File: config.mk
export PLATFORM = sky130hd
export DESIGN_NAME = tcp_timestamp_option_parser_core
export DESIGN_NICKNAME = d
export VERILOG_FILES = /design/src/tcpts_pkg.sv /design/src/tcpts_in_reg.sv /design/src/tcpts_walk.sv /design/src/tcpts_out_reg.sv /design/src/tcp_timestamp_option_parser_core.sv
export SDC_FILE = /design/constraint.sdc
export NUM_CORES = 1
export LEC_CHECK = 0
export ABC_AREA = 0
export BUFFER_PORTS_ARGS = -buffer_cell sky130_fd_sc_hd__clkbuf_2
export CAP_MARGIN = 15
export CORE_MARGIN = 5
export CORE_UTILIZATION = 55
export CTS_CLUSTER_SIZE = 20
export DETAILED_ROUTE_END_ITERATION = 8
export PLACE_DENSITY = 0.76
export SLEW_MARGIN = 0
export SYNTH_ARGS = -nofsm -noshare
export SYNTH_HDL_FRONTEND = slang
export SYNTH_HIERARCHICAL = 1
export SYNTH_SLANG_ARGS = --single-unit
File: constraint.sdc
create_clock -name clk -period 6.4 [get_ports clk]
set_clock_uncertainty 0.1 [all_clocks]
set_input_delay 0.32 -clock clk [delete_from_list [all_inputs] [get_ports clk]]
set_output_delay 0.32 -clock clk [all_outputs]
set_load 0.01 [all_outputs]
File: src/tcpts_pkg.sv
// Shared types and constants for the TCP timestamp option parser.
`default_nettype none
package tcpts_pkg;

  localparam int MAX_OPTIONS = 10;
  localparam int OPT_CNT_W   = $clog2(MAX_OPTIONS + 1);

  localparam logic [7:0] KIND_EOL = 8'd0;
  localparam logic [7:0] KIND_NOP = 8'd1;
  localparam logic [7:0] KIND_TS  = 8'd8;
  localparam logic [7:0] LEN_TS   = 8'd10;
  localparam logic [7:0] LEN_MIN  = 8'd2;

  localparam logic [2:0] TS_LAST_BYTE = 3'd7;

  typedef enum logic [2:0] {
    ST_FOUND  = 3'd0,
    ST_EOL    = 3'd1,
    ST_TRUNC  = 3'd2,
    ST_BADLEN = 3'd3,
    ST_LIMIT  = 3'd4,
    ST_NOOPT  = 3'd5
  } status_t;

  typedef struct packed {
    logic [7:0] option_byte;
    logic       end_of_options;
    logic       header_only;
  } item_t;

  typedef struct packed {
    status_t     status;
    logic [31:0] ts_value;
    logic [31:0] ts_echo_reply;
  } result_t;

endpackage
`default_nettype wire

File: src/tcpts_in_reg.sv
// Input register stage for option byte transfers.
`default_nettype none
module tcpts_in_reg
  import tcpts_pkg::*;
(
  input  wire   clk,
  input  wire   rst,
  input  wire   in_valid,
  output logic  in_stall,
  input  item_t in_item,
  output logic  item_valid,
  input  wire   item_take,
  output item_t item
);

  logic load_en;

  assign in_stall = item_valid && !item_take;
  assign load_en  = !item_valid || item_take;

  always_ff @(posedge clk) begin
    if (rst) begin
      item_valid <= 1'b0;
    end else if (load_en) begin
      item_valid <= in_valid;
    end
  end

  always_ff @(posedge clk) begin
    if (load_en && in_valid) begin
      item <= in_item;
    end
  end

endmodule
`default_nettype wire

File: src/tcpts_walk.sv
// Option list walker: per-segment parse state and result formation.
`default_nettype none
module tcpts_walk
  import tcpts_pkg::*;
(
  input  wire     clk,
  input  wire     rst,
  input  wire     item_valid,
  input  item_t   item,
  input  wire     out_free,
  output logic    item_take,
  output logic    res_load,
  output result_t res
);

  typedef enum logic [2:0] {
    PH_KIND,
    PH_LEN,
    PH_SKIP,
    PH_CAPTURE,
    PH_DONE
  } phase_t;

  phase_t               phase, phase_next;
  logic [7:0]           skip_rem, skip_rem_next;
  logic [OPT_CNT_W-1:0] opt_seen, opt_seen_next;
  logic [7:0]           pend_kind, pend_kind_next;
  logic [63:0]          cap_buf, cap_buf_next;
  logic [2:0]           cap_cnt, cap_cnt_next;
  status_t              decided, decided_next;

  logic [OPT_CNT_W-1:0] seen_inc;
  logic                 at_limit;
  logic                 emit;
  logic [7:0]           b;

  assign b        = item.option_byte;
  assign seen_inc = opt_seen + OPT_CNT_W'(1);
  assign at_limit = seen_inc >= OPT_CNT_W'(MAX_OPTIONS);

  assign emit      = item.header_only || item.end_of_options;
  assign item_take = item_valid && (!emit || out_free);
  assign res_load  = item_valid && emit && out_free;

  always_comb begin
    phase_next     = phase;
    skip_rem_next  = skip_rem;
    opt_seen_next  = opt_seen;
    pend_kind_next = pend_kind;
    cap_buf_next   = cap_buf;
    cap_cnt_next   = cap_cnt;
    decided_next   = decided;
    case (phase)
      PH_KIND: begin
        if (b == KIND_EOL) begin
          phase_next   = PH_DONE;
          decided_next = ST_EOL;
        end else if (b == KIND_NOP) begin
          opt_seen_next = seen_inc;
          if (at_limit) begin
            phase_next   = PH_DONE;
            decided_next = ST_LIMIT;
          end
        end else begin
          pend_kind_next = b;
          phase_next     = PH_LEN;
        end
      end
      PH_LEN: begin
        if (b < LEN_MIN) begin
          phase_next   = PH_DONE;
          decided_next = ST_BADLEN;
        end else if (pend_kind == KIND_TS && b == LEN_TS) begin
          cap_cnt_next = 3'd0;
          phase_next   = PH_CAPTURE;
        end else begin
          skip_rem_next = b - LEN_MIN;
          opt_seen_next = seen_inc;
          phase_next    = (b == LEN_MIN) ? PH_KIND : PH_SKIP;
          if (at_limit) begin
            phase_next   = PH_DONE;
            decided_next = ST_LIMIT;
          end
        end
      end
      PH_SKIP: begin
        skip_rem_next = skip_rem - 8'd1;
        if (skip_rem == 8'd1) begin
          phase_next = PH_KIND;
        end
      end
      PH_CAPTURE: begin
        cap_buf_next = {cap_buf[55:0], b};
        cap_cnt_next = cap_cnt + 3'd1;
        if (cap_cnt == TS_LAST_BYTE) begin
          phase_next   = PH_DONE;
          decided_next = ST_FOUND;
        end
      end
      default: begin
      end
    endcase
  end

  always_comb begin
    if (item.header_only) begin
      res.status = ST_NOOPT;
    end else if (phase_next == PH_DONE) begin
      res.status = decided_next;
    end else begin
      res.status = ST_TRUNC;
    end
    if (res.status == ST_FOUND) begin
      res.ts_value      = cap_buf_next[63:32];
      res.ts_echo_reply = cap_buf_next[31:0];
    end else begin
      res.ts_value      = 32'd0;
      res.ts_echo_reply = 32'd0;
    end
  end

  // restart the walk after every emitted result
  always_ff @(posedge clk) begin
    if (rst) begin
      phase     <= PH_KIND;
      skip_rem  <= 8'd0;
      opt_seen  <= '0;
      pend_kind <= 8'd0;
      cap_cnt   <= 3'd0;
      decided   <= ST_TRUNC;
    end else if (item_take) begin
      if (emit) begin
        phase     <= PH_KIND;
        skip_rem  <= 8'd0;
        opt_seen  <= '0;
        pend_kind <= 8'd0;
        cap_cnt   <= 3'd0;
        decided   <= ST_TRUNC;
      end else begin
        phase     <= phase_next;
        skip_rem  <= skip_rem_next;
        opt_seen  <= opt_seen_next;
        pend_kind <= pend_kind_next;
        cap_cnt   <= cap_cnt_next;
        decided   <= decided_next;
      end
    end
  end

  always_ff @(posedge clk) begin
    if (item_take) begin
      cap_buf <= cap_buf_next;
    end
  end

endmodule
`default_nettype wire

File: src/tcpts_out_reg.sv
// Result register stage holding one result until its transfer.
`default_nettype none
module tcpts_out_reg
  import tcpts_pkg::*;
(
  input  wire     clk,
  input  wire     rst,
  input  wire     res_load,
  input  result_t res,
  output logic    out_free,
  output logic    out_valid,
  input  wire     out_stall,
  output result_t out_res
);

  assign out_free = !out_valid || !out_stall;

  always_ff @(posedge clk) begin
    if (rst) begin
      out_valid <= 1'b0;
    end else if (out_free) begin
      out_valid <= res_load;
    end
  end

  always_ff @(posedge clk) begin
    if (out_free && res_load) begin
      out_res <= res;
    end
  end

endmodule
`default_nettype wire

File: src/tcp_timestamp_option_parser_core.sv
// Top level of the TCP timestamp option parser.
//
//   channel  direction  handshake            payload
//   in       sink       in_valid/in_stall    option_byte, end_of_options, header_only
//   out      source     out_valid/out_stall  status, ts_value, ts_echo_reply
//
// One option byte is taken per cycle while in_stall is low; a result is registered in the
// result register when the walker takes the byte that ends the segment from the input
// register. Reset clears the walk and both stage valids.
// A stalled result holds the walker only when the next byte also has a result.
`default_nettype none
module tcp_timestamp_option_parser_core
  import tcpts_pkg::*;
(
  input  wire         clk,
  input  wire         rst,
  input  wire         in_valid,
  output logic        in_stall,
  input  wire  [7:0]  option_byte,
  input  wire         end_of_options,
  input  wire         header_only,
  output logic        out_valid,
  input  wire         out_stall,
  output logic [2:0]  status,
  output logic [31:0] ts_value,
  output logic [31:0] ts_echo_reply
);

  item_t   in_item;
  item_t   item;
  logic    item_valid;
  logic    item_take;
  logic    res_load;
  logic    out_free;
  result_t res;
  result_t out_res;

  assign in_item.option_byte    = option_byte;
  assign in_item.end_of_options = end_of_options;
  assign in_item.header_only    = header_only;

  tcpts_in_reg u_in_reg (
    .clk        (clk),
    .rst        (rst),
    .in_valid   (in_valid),
    .in_stall   (in_stall),
    .in_item    (in_item),
    .item_valid (item_valid),
    .item_take  (item_take),
    .item       (item)
  );

  tcpts_walk u_walk (
    .clk        (clk),
    .rst        (rst),
    .item_valid (item_valid),
    .item       (item),
    .out_free   (out_free),
    .item_take  (item_take),
    .res_load   (res_load),
    .res        (res)
  );

  tcpts_out_reg u_out_reg (
    .clk       (clk),
    .rst       (rst),
    .res_load  (res_load),
    .res       (res),
    .out_free  (out_free),
    .out_valid (out_valid),
    .out_stall (out_stall),
    .out_res   (out_res)
  );

  assign status        = out_res.status;
  assign ts_value      = out_res.ts_value;
  assign ts_echo_reply = out_res.ts_echo_reply;

endmodule
`default_nettype wire

== Yosys cells after proc, flatten, opt, wreduce, memory -nomap -nowiden ==
Cells that the tools add are included.

* Register bits after elaboration: 172
* Latch bits: 0
* RAM bits: 0
* Bits in read-only memories: 0
* Output and inout port bits: 69
* Word-level logic and storage cells: 105
* Memories: 0

* Add/sub/neg operators: 4
* Multipliers: 0
* Divide/modulo/power cells: 0
* Order comparisons: 2
* Eq/ne operators: 17
* Shifts and indexed selects: 0
* Multiplexer cells: 40
* Bitwise gates (word level): 0
* Reduce and logical (&&, ||, !) cells: 27

{| class="wikitable"
|+ Operator list
! kind !! number
|-
| $mux W64 || 1
|-
| $mux W3 || 21
|-
| $mux W8 || 7
|-
| $mux W4 || 5
|-
| $eq A8 B1 Y1 const B || 2
|-
| $eq A8 B4 Y1 const B || 2
|-
| $pmux W8 S2 || 1
|-
| $pmux W3 S4 || 1
|-
| $reduce_and A4 Y1 || 3
|-
| $ne A3 B2 Y1 const B || 3
|-
| $pmux W3 S3 || 1
|-
| $reduce_bool A3 Y1 || 3
|-
| $eq A8 B2 Y1 const B || 1
|-
| $logic_not A8 Y1 || 1
|-
| $lt A8 B2 Y1 const B || 1
|-
| $pmux W4 S2 || 1
|-
| $sub A8 B1 Y8 const B || 1
|-
| $sub A8 B2 Y8 const B || 1
|-
| $logic_and A1 B1 Y1 || 7
|-
| $eq A3 B2 Y1 const B || 2
|-
| $eq A3 B3 Y1 const B || 2
|-
| $logic_not A3 Y1 || 2
|-
| $ne A3 B1 Y1 const B || 2
|-
| $pmux W3 S2 || 1
|-
| other kinds (10) || 18
|}

== Logic depth before layout (Yosys ltp) ==
Gate-level depths: netlist (run 1).

* Depth in word-level cells: 10
* Depth in mapped cells: 10

== By module ==
The synthesis (run 1) kept the hierarchy.

{| class="wikitable"
|+ By module, submodules not included
! module !! times used !! cells each !! area an instance (um^2) !! seq. area each (um^2)
|-
| tcpts_walk || 1 || 702 || 6039.5 || 2502.4
|-
| tcpts_out_reg || 1 || 72 || 2050.7 || 2031.9
|-
| tcpts_in_reg || 1 || 14 || 350.3 || 320.3
|}

== Least setup slack after synthesis (run 1) ==
Ideal clock, no wire load.

* Path type: register to register
* From: reg, netlist name u_in_reg/item[0]
* To: reg, netlist name u_in_reg/item[0]
* Setup time: 0.377 ns
* Arrival: 3.068 ns
* Required time: 5.923 ns
* Setup slack: 2.854 ns
* Cell stages (with the launch flop): 6
* Buffers on the path: 0
* Clock period less this slack: 3.546 ns
* Path through: edfxtp_1 > nor2_1 > o21ai_1 > inv_1 > nor2b_4 > nor2b_1

* Word-level cells in the longest chain between the ends: 6

{| class="wikitable"
|+ RTL lines
! what !! RTL line !! source
|-
| $logic_or A1 B1 Y1 || tcpts_walk.sv:41 || <nowiki>assign emit = item.header_only || item.end_of_options;</nowiki>
|-
| $logic_not A1 Y1 || tcpts_walk.sv:42 || <nowiki>assign item_take = item_valid && (!emit || out_free);</nowiki>
|-
| $logic_or A1 B1 Y1 || tcpts_walk.sv:42 ||
|-
| $logic_and A1 B1 Y1 || tcpts_walk.sv:42 ||
|-
| via item_take || tcp_timestamp_option_parser_core.sv:32 || <nowiki>logic item_take;</nowiki>
|-
| $logic_or A1 B1 Y1 || tcpts_in_reg.sv:19 || <nowiki>assign load_en = !item_valid || item_take;</nowiki>
|-
| $logic_and A1 B1 Y1 || tcpts_in_reg.sv:30 || <nowiki>if (load_en && in_valid) begin</nowiki>
|}

The timed path passes the listed nets, and every way through them passes these cells.
A chain may end at the register's enable or synchronous reset.

== Worst setup path after layout (run 1) ==
* From: reg, netlist name u_in_reg/item[0]
* To: reg u_walk.pend_kind[6]

* Word-level cells in the longest chain between the ends: 5
* Elaborated cells between the ends (all ways): 9
* Those cells by class: eq/ne (2); mux (1); reduce/logical (6)

{| class="wikitable"
|+ RTL lines
! what !! RTL line !! source
|-
| $logic_or A1 B1 Y1 || tcpts_walk.sv:41 ||
|-
| $logic_not A1 Y1 || tcpts_walk.sv:42 ||
|-
| $logic_or A1 B1 Y1 || tcpts_walk.sv:42 ||
|-
| $logic_and A1 B1 Y1 || tcpts_walk.sv:42 ||
|-
| via item_take || tcp_timestamp_option_parser_core.sv:32 ||
|-
| $reduce_and A4 Y1 (no line) || -- ||
|-
| end signal, assigned || tcpts_walk.sv:143 || <nowiki>pend_kind <= pend_kind_next;</nowiki>
|-
| end, declared || tcpts_walk.sv:27 || <nowiki>logic [7:0] pend_kind, pend_kind_next;</nowiki>
|}

The timed path passes the listed nets, and every way through them passes these cells.

==> results of run 1 <==
==> sequential cells by signal, indices dropped and copies added, names as in the netlist <==
name	flops
u_out_reg/out_res	67
u_walk/cap_buf	64
u_in_reg/item	10
u_walk/pend_kind	8
u_walk/skip_rem	8
u_walk/opt_seen	4
u_walk/cap_cnt	3
u_walk/decided	3
u_walk/phase	3
u_in_reg/item_valid	1
u_out_reg/out_valid	1
==> routing by layer <==
metal	routed length, µm	GRT usage [%]	vias to the layer above	share of wire (%)
met4	218	6.29	0	1.1
met2	9410	35.5	199	50
met1	8440	30.0	3080	44
li1	-	-	2940	-
met5	0	0	-	0
met3	902	3.86	18	4.8
==> report_power, final <==
part           leakage, nW  internal, mW  total [mW]  switching (mW)
clock network        0.248         0.496       0.921           0.425
logic                 1.60        0.0619       0.188           0.126
registers             1.59          1.27        1.30          0.0283
==> stage by stage <==
step	std cells	setup slack [ns]	power [mW]	cell area [µm²]
after floorplan	788	2.85	1.44	8440
after detailed placement	1010	2.86	1.50	8890
after CTS	1052	2.84	2.42	9510
final	1052	2.82	2.41	9510
after global routing	1052	2.46	2.50	9510
after global placement	1010	2.87	1.50	8890
==> what timing repair did <==
action / in CTS / in global routing
setup endpoints to repair: 0 / 0
hold buffers: 10 / 0
endpoints found under the hold margin: 10 / 0
==> worst register-to-register path, delay by kind of cell, from the launching register on <==
| family | cells | cell delay, ns |
|---|---|---|
| buffers and inverters | 3 | 1.46 |
| DFF | 1 | 0.32 |
| and+or+nand+nor | 2 | 0.33 |
| AOI/OAI and AO/OA | 3 | 1.28 |
==> final timing paths <==
kind / start / to / slack (ns) / cells after the start
max: u_in_reg/item[0]$_DFFE_PP_ / u_walk/pend_kind[6]$_SDFFE_PP0P_ / 2.82 / 8
min: in_valid / u_in_reg/item_valid$_SDFFE_PP0P_ / 0.03 / 2
max reg2reg: u_in_reg/item[0]$_DFFE_PP_ / u_walk/pend_kind[6]$_SDFFE_PP0P_ / 2.82 / 8
min reg2reg: u_walk/pend_kind[3]$_SDFFE_PP0P_ / u_walk/pend_kind[3]$_SDFFE_PP0P_ / 0.35 / 2
==> layout make-up <==
cell class                      instances  area [µm²]  share of cell area (%)
Clock inverter                         14        95.1                   0.999
Inverter                                9        33.8                   0.355
Timing Repair Buffer                  102         586                    6.15
Multi-Input combinational cell        549        3280                    34.5
Tap cell                              188         235                    2.47
Clock buffer                           18         429                    4.51
Sequential cell                       172        4850                    51.0
==> kinds of logic after synthesis <==
family | synth area share (%)
DFF | 57.5
AOI/OAI and AO/OA | 6.97
xor gates and xnor gates | 1.14
and+or+nand+nor | 29.4
muxes | 0.119
adders and majority gates | 1.04
buffers and inverters | 3.82
==> cells in the final DEF (no fill, tap or decap), types with 3 or more instances in the layout <==
| master | n |
|---|---|
| a21o_1 | 7 |
| a21oi_1 | 27 |
| a31oi_1 | 4 |
| and2_1 | 4 |
| and4_1 | 4 |
| buf_4 | 10 |
| clkbuf_16 | 17 |
| clkbuf_2 | 82 |
| clkinv_1 | 5 |
| clkinvlp_4 | 3 |
| dfxtp_1 | 31 |
| dlygate4sd3_1 | 10 |
| edfxtp_1 | 141 |
| ha_1 | 7 |
| inv_1 | 8 |
| nand2_1 | 227 |
| nand2b_1 | 68 |
| nand3_1 | 11 |
| nand4_1 | 4 |
| nand4b_1 | 3 |
| nor2_1 | 21 |
| nor3_1 | 9 |
| nor3b_1 | 5 |
| nor4_1 | 18 |
| nor4_2 | 51 |
| nor4b_1 | 3 |
| o2111ai_1 | 5 |
| o21a_1 | 3 |
| o21ai_0 | 12 |
| o21ai_1 | 4 |
| or2_2 | 3 |
| xnor2_1 | 5 |
| xor2_1 | 6 |
==> impl_metrics.csv, run 1 <==
group,metric,value,unit
yosys,synth_cell_type_count,57,
yosys,synthCells,788,
timing,drv_slew,0,
status,status,"complete, no violations",
clock_tree,cts_resized,0,
flow_run,cap_violations,0,
yosys,synth_most_common_cell,"nand2_1",
worst_setup_path,path_cells,"buf_4 > nor2_1 > o21ai_1 > inv_2 > buf_4 > o21ai_1 > nand2_1 > a21oi_1",
timing,fmax,279,MHz
worst_setup_path,crit_fanout,69,
yosys,synth_edf_count,141,
clock_tree,root_buffer,"clkbuf_16",
worst_setup_path,crit_path_max_incr_delay,0.74,ns
place,dp_hpwl,12200,µm
die,core-area,15100,µm²
worst_hold_path,hold_path.class,"in -> reg",
power_and_ir_drop,ir_drop,0.190,mV
worst_setup_path,worst_path_dominant_cell_family,"buffers and inverters",
yosys,ys.flop_type,"edfxtp_1",
cells_and_area,nets,872,
clock_tree,insertion_delay,0.42,ns
yosys,syn_avg_cell_area,10.7,µm²
yosys,yosysSeqAreaShare,57.5,%
worst_setup_path,start_kind,"flop",
worst_setup_path,critPathRequiredTime,6.64,ns
global_routing,grt_max_degree,70,
timing,fin_crit,3.58,ns
timing,tightest_slew,0.978,ns
timing,post-route-period-util,56.0,%
worst_setup_path,cp_slowest_cell,"o21ai_1",
global_routing,overflow,0,
global_routing,grt_use_total,21.7,%
clock_tree,clock_path_buffers,2,
yosys,yosys_warnings,6,
die,io_pins,83,
routing,drt_pre_antenna_iters,5,
power_and_ir_drop,leakagePower,3.44,nW
timing,fin_tns_setup,0,ns
worst_setup_path,path_buf_inv,3,
routing,wl_per_cell,18.0,µm
cells_and_area,drive_gt1_share,20.9,%
global_routing,antenna_found_initial,0,
global_routing,grt_pass1_wl,31500,µm
die,fp.dieH,134,µm
clock_tree,post-cts-setup-buffers,0,
timing,worst_hold_slack,0.0332,ns
cells_and_area,final_core_util,62.8,%
clock_tree,numCtsBuffers,17,
timing,slew_headroom,34.8,%
worst_setup_path,crit_path_end_kind,"flop",
die,fp.dieW,134,µm
clock_tree,cts_tree,"built",
die,dieArea,17900,µm²
routing,ant_nets,0,
cells_and_area,syn_to_final_growth,12.7,%
yosys,synth_area_leader_cell,"edfxtp_1",
power_and_ir_drop,power.density,253,nW/µm²
clock_tree,ctsHtreeMaxLevel,4,
cells_and_area,insertedDiodeCount,0,
die,initial_utilization,55.7,%
routing,drc,0,
routing,vias,6237,
cells_and_area,nFillCells,1213,
timing,hold_viol,0,
yosys,synth.area.top_cells,"edfxtp_1 50%, nand2_1 10%, nor4_2 7.6%",
worst_setup_path,crit_type,"reg -> reg",
yosys,syn-cell-area,8440,µm²
timing,setup_violations,0,
clock_tree,clkSinkCount,172,
routing,wirelength,19000,µm
die,fp-row-count,45,
worst_setup_path,arrival,3.82,ns
yosys,yosys-top-cells-count,"227 x nand2_1, 141 x edfxtp_1, 68 x nand2b_1",
clock_tree,path_clk_slew,0.07,ns
routing,drt-initial-drc-count,631,
yosys,synth.ff_latch_count,172,
place,portBuffers,82,
routing,vias_per_cell,5.93,
yosys,syn-num-nets,809,
yosys,async_flop_share,0,%
place,gp_congestion,0.871,
timing,rsz0062_at_grt,"false",
global_routing,grt_pass1_vias,6125,
yosys,yosysTopAreaCellShare,50.2,%
No activity file was read; power rests on OpenSTA's default activity.
==> inputs of run 2 (changes only) <==
--- a/config.mk
+++ b/config.mk
@@ -9,10 +9,10 @@
 export BUFFER_PORTS_ARGS = -buffer_cell sky130_fd_sc_hd__clkbuf_2
 export CAP_MARGIN = 15
 export CORE_MARGIN = 5
-export CORE_UTILIZATION = 55
+export CORE_UTILIZATION = 54
 export CTS_CLUSTER_SIZE = 20
 export DETAILED_ROUTE_END_ITERATION = 8
-export PLACE_DENSITY = 0.76
+export PLACE_DENSITY = 0.78
 export SLEW_MARGIN = 0
 export SYNTH_ARGS = -nofsm -noshare
 export SYNTH_HDL_FRONTEND = slang
==> constraint.sdc (replaced) <==
create_clock -name clk -period 3.1 [get_ports clk]
set_clock_uncertainty 0.1 [all_clocks]
set_input_delay 0.155 -clock clk [delete_from_list [all_inputs] [get_ports clk]]
set_output_delay 0.155 -clock clk [all_outputs]
set_load 0.01 [all_outputs]
==> impl_metrics.csv, run 2 (synthesized netlist as in run 1, its figures left out) <==
group,metric,value,unit
worst_hold_path,hold_path.class,"in -> reg",
clock_tree,clkSinkCount,172,
die,fp.dieW,135,µm
clock_tree,path_clk_slew,0.06,ns
worst_setup_path,worst_path_most_repeated_cell,"ha_1",
worst_hold_path,min_from,"rst",
global_routing,grt_pass1_vias,5983,
timing,fmax,356,MHz
power_and_ir_drop,p_sw_share,22.5,%
worst_setup_path,critPathLaunch,"u_walk/cap_cnt[0]$_SDFFE_PP0P_",
die,fp-row-count,45,
power_and_ir_drop,pwr-share-clk,41.6,%
routing,vias_per_cell,5.69,
clock_tree,numCtsBuffers,17,
worst_setup_path,critPathRequiredTime,3.23,ns
global_routing,grt_max_degree,68,
worst_setup_path,crit_type,"reg -> reg",
worst_setup_path,worst_path_dominant_cell_family,"compound AO/OA/AOI/OAI gates",
cells_and_area,top_regs,"u_out_reg/out_res: 67 flops, u_walk/cap_buf: 64 flops, u_in_reg/item: 10 flops",
timing,tightest_slew,0.911,ns
cells_and_area,largest_reg_flops,67,
routing,drt-initial-drc-count,724,
timing,slew_headroom,38.9,%
cells_and_area,nets,889,
place,gp_congestion,0.919,
worst_setup_path,crit_path_end_kind,"flop",
place,portBuffers,82,
cells_and_area,layout_common_cells,"227 x nand2_1, 141 x edfxtp_1, 82 x clkbuf_2",
clock_tree,cts_tree,"built",
clock_tree,insertion_delay,0.43,ns
worst_setup_path,reg2reg_from,"u_walk/cap_cnt[0]$_SDFFE_PP0P_",
worst_setup_path,crit_fanout,65,
worst_setup_path,path_cells,"ha_1 > ha_1 > nand2_1 > a21o_1 > a2111o_1 > and2_1 > o31a_2 > buf_12 > nor4_1",
power_and_ir_drop,leakagePower,3.61,nW
worst_setup_path,arrival,2.94,ns
global_routing,grt_use_total,20.9,%
global_routing,overflow,0,
clock_tree,root_buffer,"clkbuf_16",
worst_setup_path,regToRegSetupSlack,0.29,ns
die,dieArea,18200,µm²
worst_setup_path,path_buf_inv,1,
clock_tree,ctsHtreeMaxLevel,4,
clock_tree,cts_resized,0,
die,initial_utilization,55.3,%
worst_setup_path,cp_slowest_cell,"a2111o_1",
cells_and_area,final_cells,1092,
worst_setup_path,start_kind,"flop",
power_and_ir_drop,seqPwrFrac,50.5,%
clock_tree,clock_path_buffers,2,
place,dp_hpwl,11600,µm
timing,setup_violations,0,
routing,wl_per_cell,17.1,µm
status,status,"complete, no violations",
cells_and_area,design_area,9890,µm²
routing,drt_pre_antenna_iters,5,
die,core-area,15300,µm²
routing,vias,6217,
timing,hold_viol,0,
power_and_ir_drop,p_switching,1.19,mW
cells_and_area,regMostFlops,"u_out_reg/out_res",
power_and_ir_drop,power.density,535,nW/µm²
place,postPlaceCellArea,9160,µm²
timing,post-route-period-util,90.7,%
power_and_ir_drop,p_comb_share,7.9,%
global_routing,antenna_found_initial,0,
cells_and_area,drive_gt1_share,22.6,%
timing,fin_crit,2.81,ns
routing,drc,0,
timing,rsz0062_at_grt,"false",
routing,wirelength,18700,µm
timing,fin_tns_setup,0,ns
worst_setup_path,crit_path_max_incr_delay,0.40,ns
routing,ant_nets,0,
cells_and_area,syn_to_final_growth,17.2,%
global_routing,grt_pass1_wl,30400,µm
die,io_pins,83,
power_and_ir_drop,intPower,4.10,mW
place,dp_cells,1048,
cells_and_area,layout_commonest_cell,"nand2_1",
flow_run,cap_violations,0,
die,fp.dieH,135,µm
power_and_ir_drop,ir_drop,0.366,mV
timing,drv_slew,0,
cells_and_area,insertedDiodeCount,0,
[run 2: cell types whose count changed in the layout (fill, tap and decap cells not counted), moves of 3 or more]
cell	delta
buf_12	+10
buf_4	+5
bufinv_16	+3
clkbuf_8	+3
clkinv_1	-5
[run 2: timing repair]
action                                  CTS  global route
endpoints found under the hold margin    12             0
setup buffers                             0             0
hold buffers                             12             0
endpoints found under the setup margin    0             0
[run 2: area by class of cell]
| cell class | count | area [µm²] |
|---|---|---|
| Fill cell | 1169 | 5370 |
| Sequential cell | 172 | 4850 |
| Multi-Input combinational cell | 549 | 3280 |
| Timing Repair Buffer | 119 | 843 |
| Clock buffer | 23 | 478 |
| Tap cell | 211 | 264 |
| Clock inverter | 9 | 134 |
| Inverter | 9 | 37.5 |
[run 2: power by group through the flow]
| stage | sequential [mW] | clock [mW] | combinational, mW |
|---|---|---|---|
| final | 2.67 | 2.20 | 0.417 |
| after global routing | 2.68 | 2.33 | 0.456 |
| after detailed placement | 2.72 | 0 | 0.403 |
| after floorplan | 2.73 | 0 | 0.247 |
| after global placement | 2.72 | 0 | 0.396 |
| after CTS | 2.67 | 2.23 | 0.419 |
[run 2: routing by layer]
layer  GRT usage, %  wire [µm]  vias to the layer above
met2           34.6       9340                      235
met5              0          0                        -
met1           27.5       7870                     2981
met4           6.89        372                        0
met3           4.36       1080                       31
li1               -          -                     2970
[run 2: worst paths after layout]
check                                           to  depth (start not counted)
setup / recovery   u_out_reg/out_res[59]$_DFFE_PP_                          9
hold / removal    u_out_reg/out_valid$_SDFFE_PP0P_                          2
setup reg to reg   u_out_reg/out_res[59]$_DFFE_PP_                          9
hold reg to reg   u_walk/pend_kind[2]$_SDFFE_PP0P_                          2
[run 2: stage by stage]
step / hold WS [ns] / setup slack (ns) / power [mW] / utilization, %
final: 0.241 / 0.288 / 5.29 / 64.8
after global placement: 0.232 / 0.385 / 3.11 / 60.0
after CTS: 0.228 / 0.323 / 5.32 / 64.8
after detailed placement: 0.234 / 0.382 / 3.12 / 60.0
after floorplan: 0.127 / 0.0605 / 2.98 / -
after global routing: 0.286 / 0.117 / 5.47 / 64.8
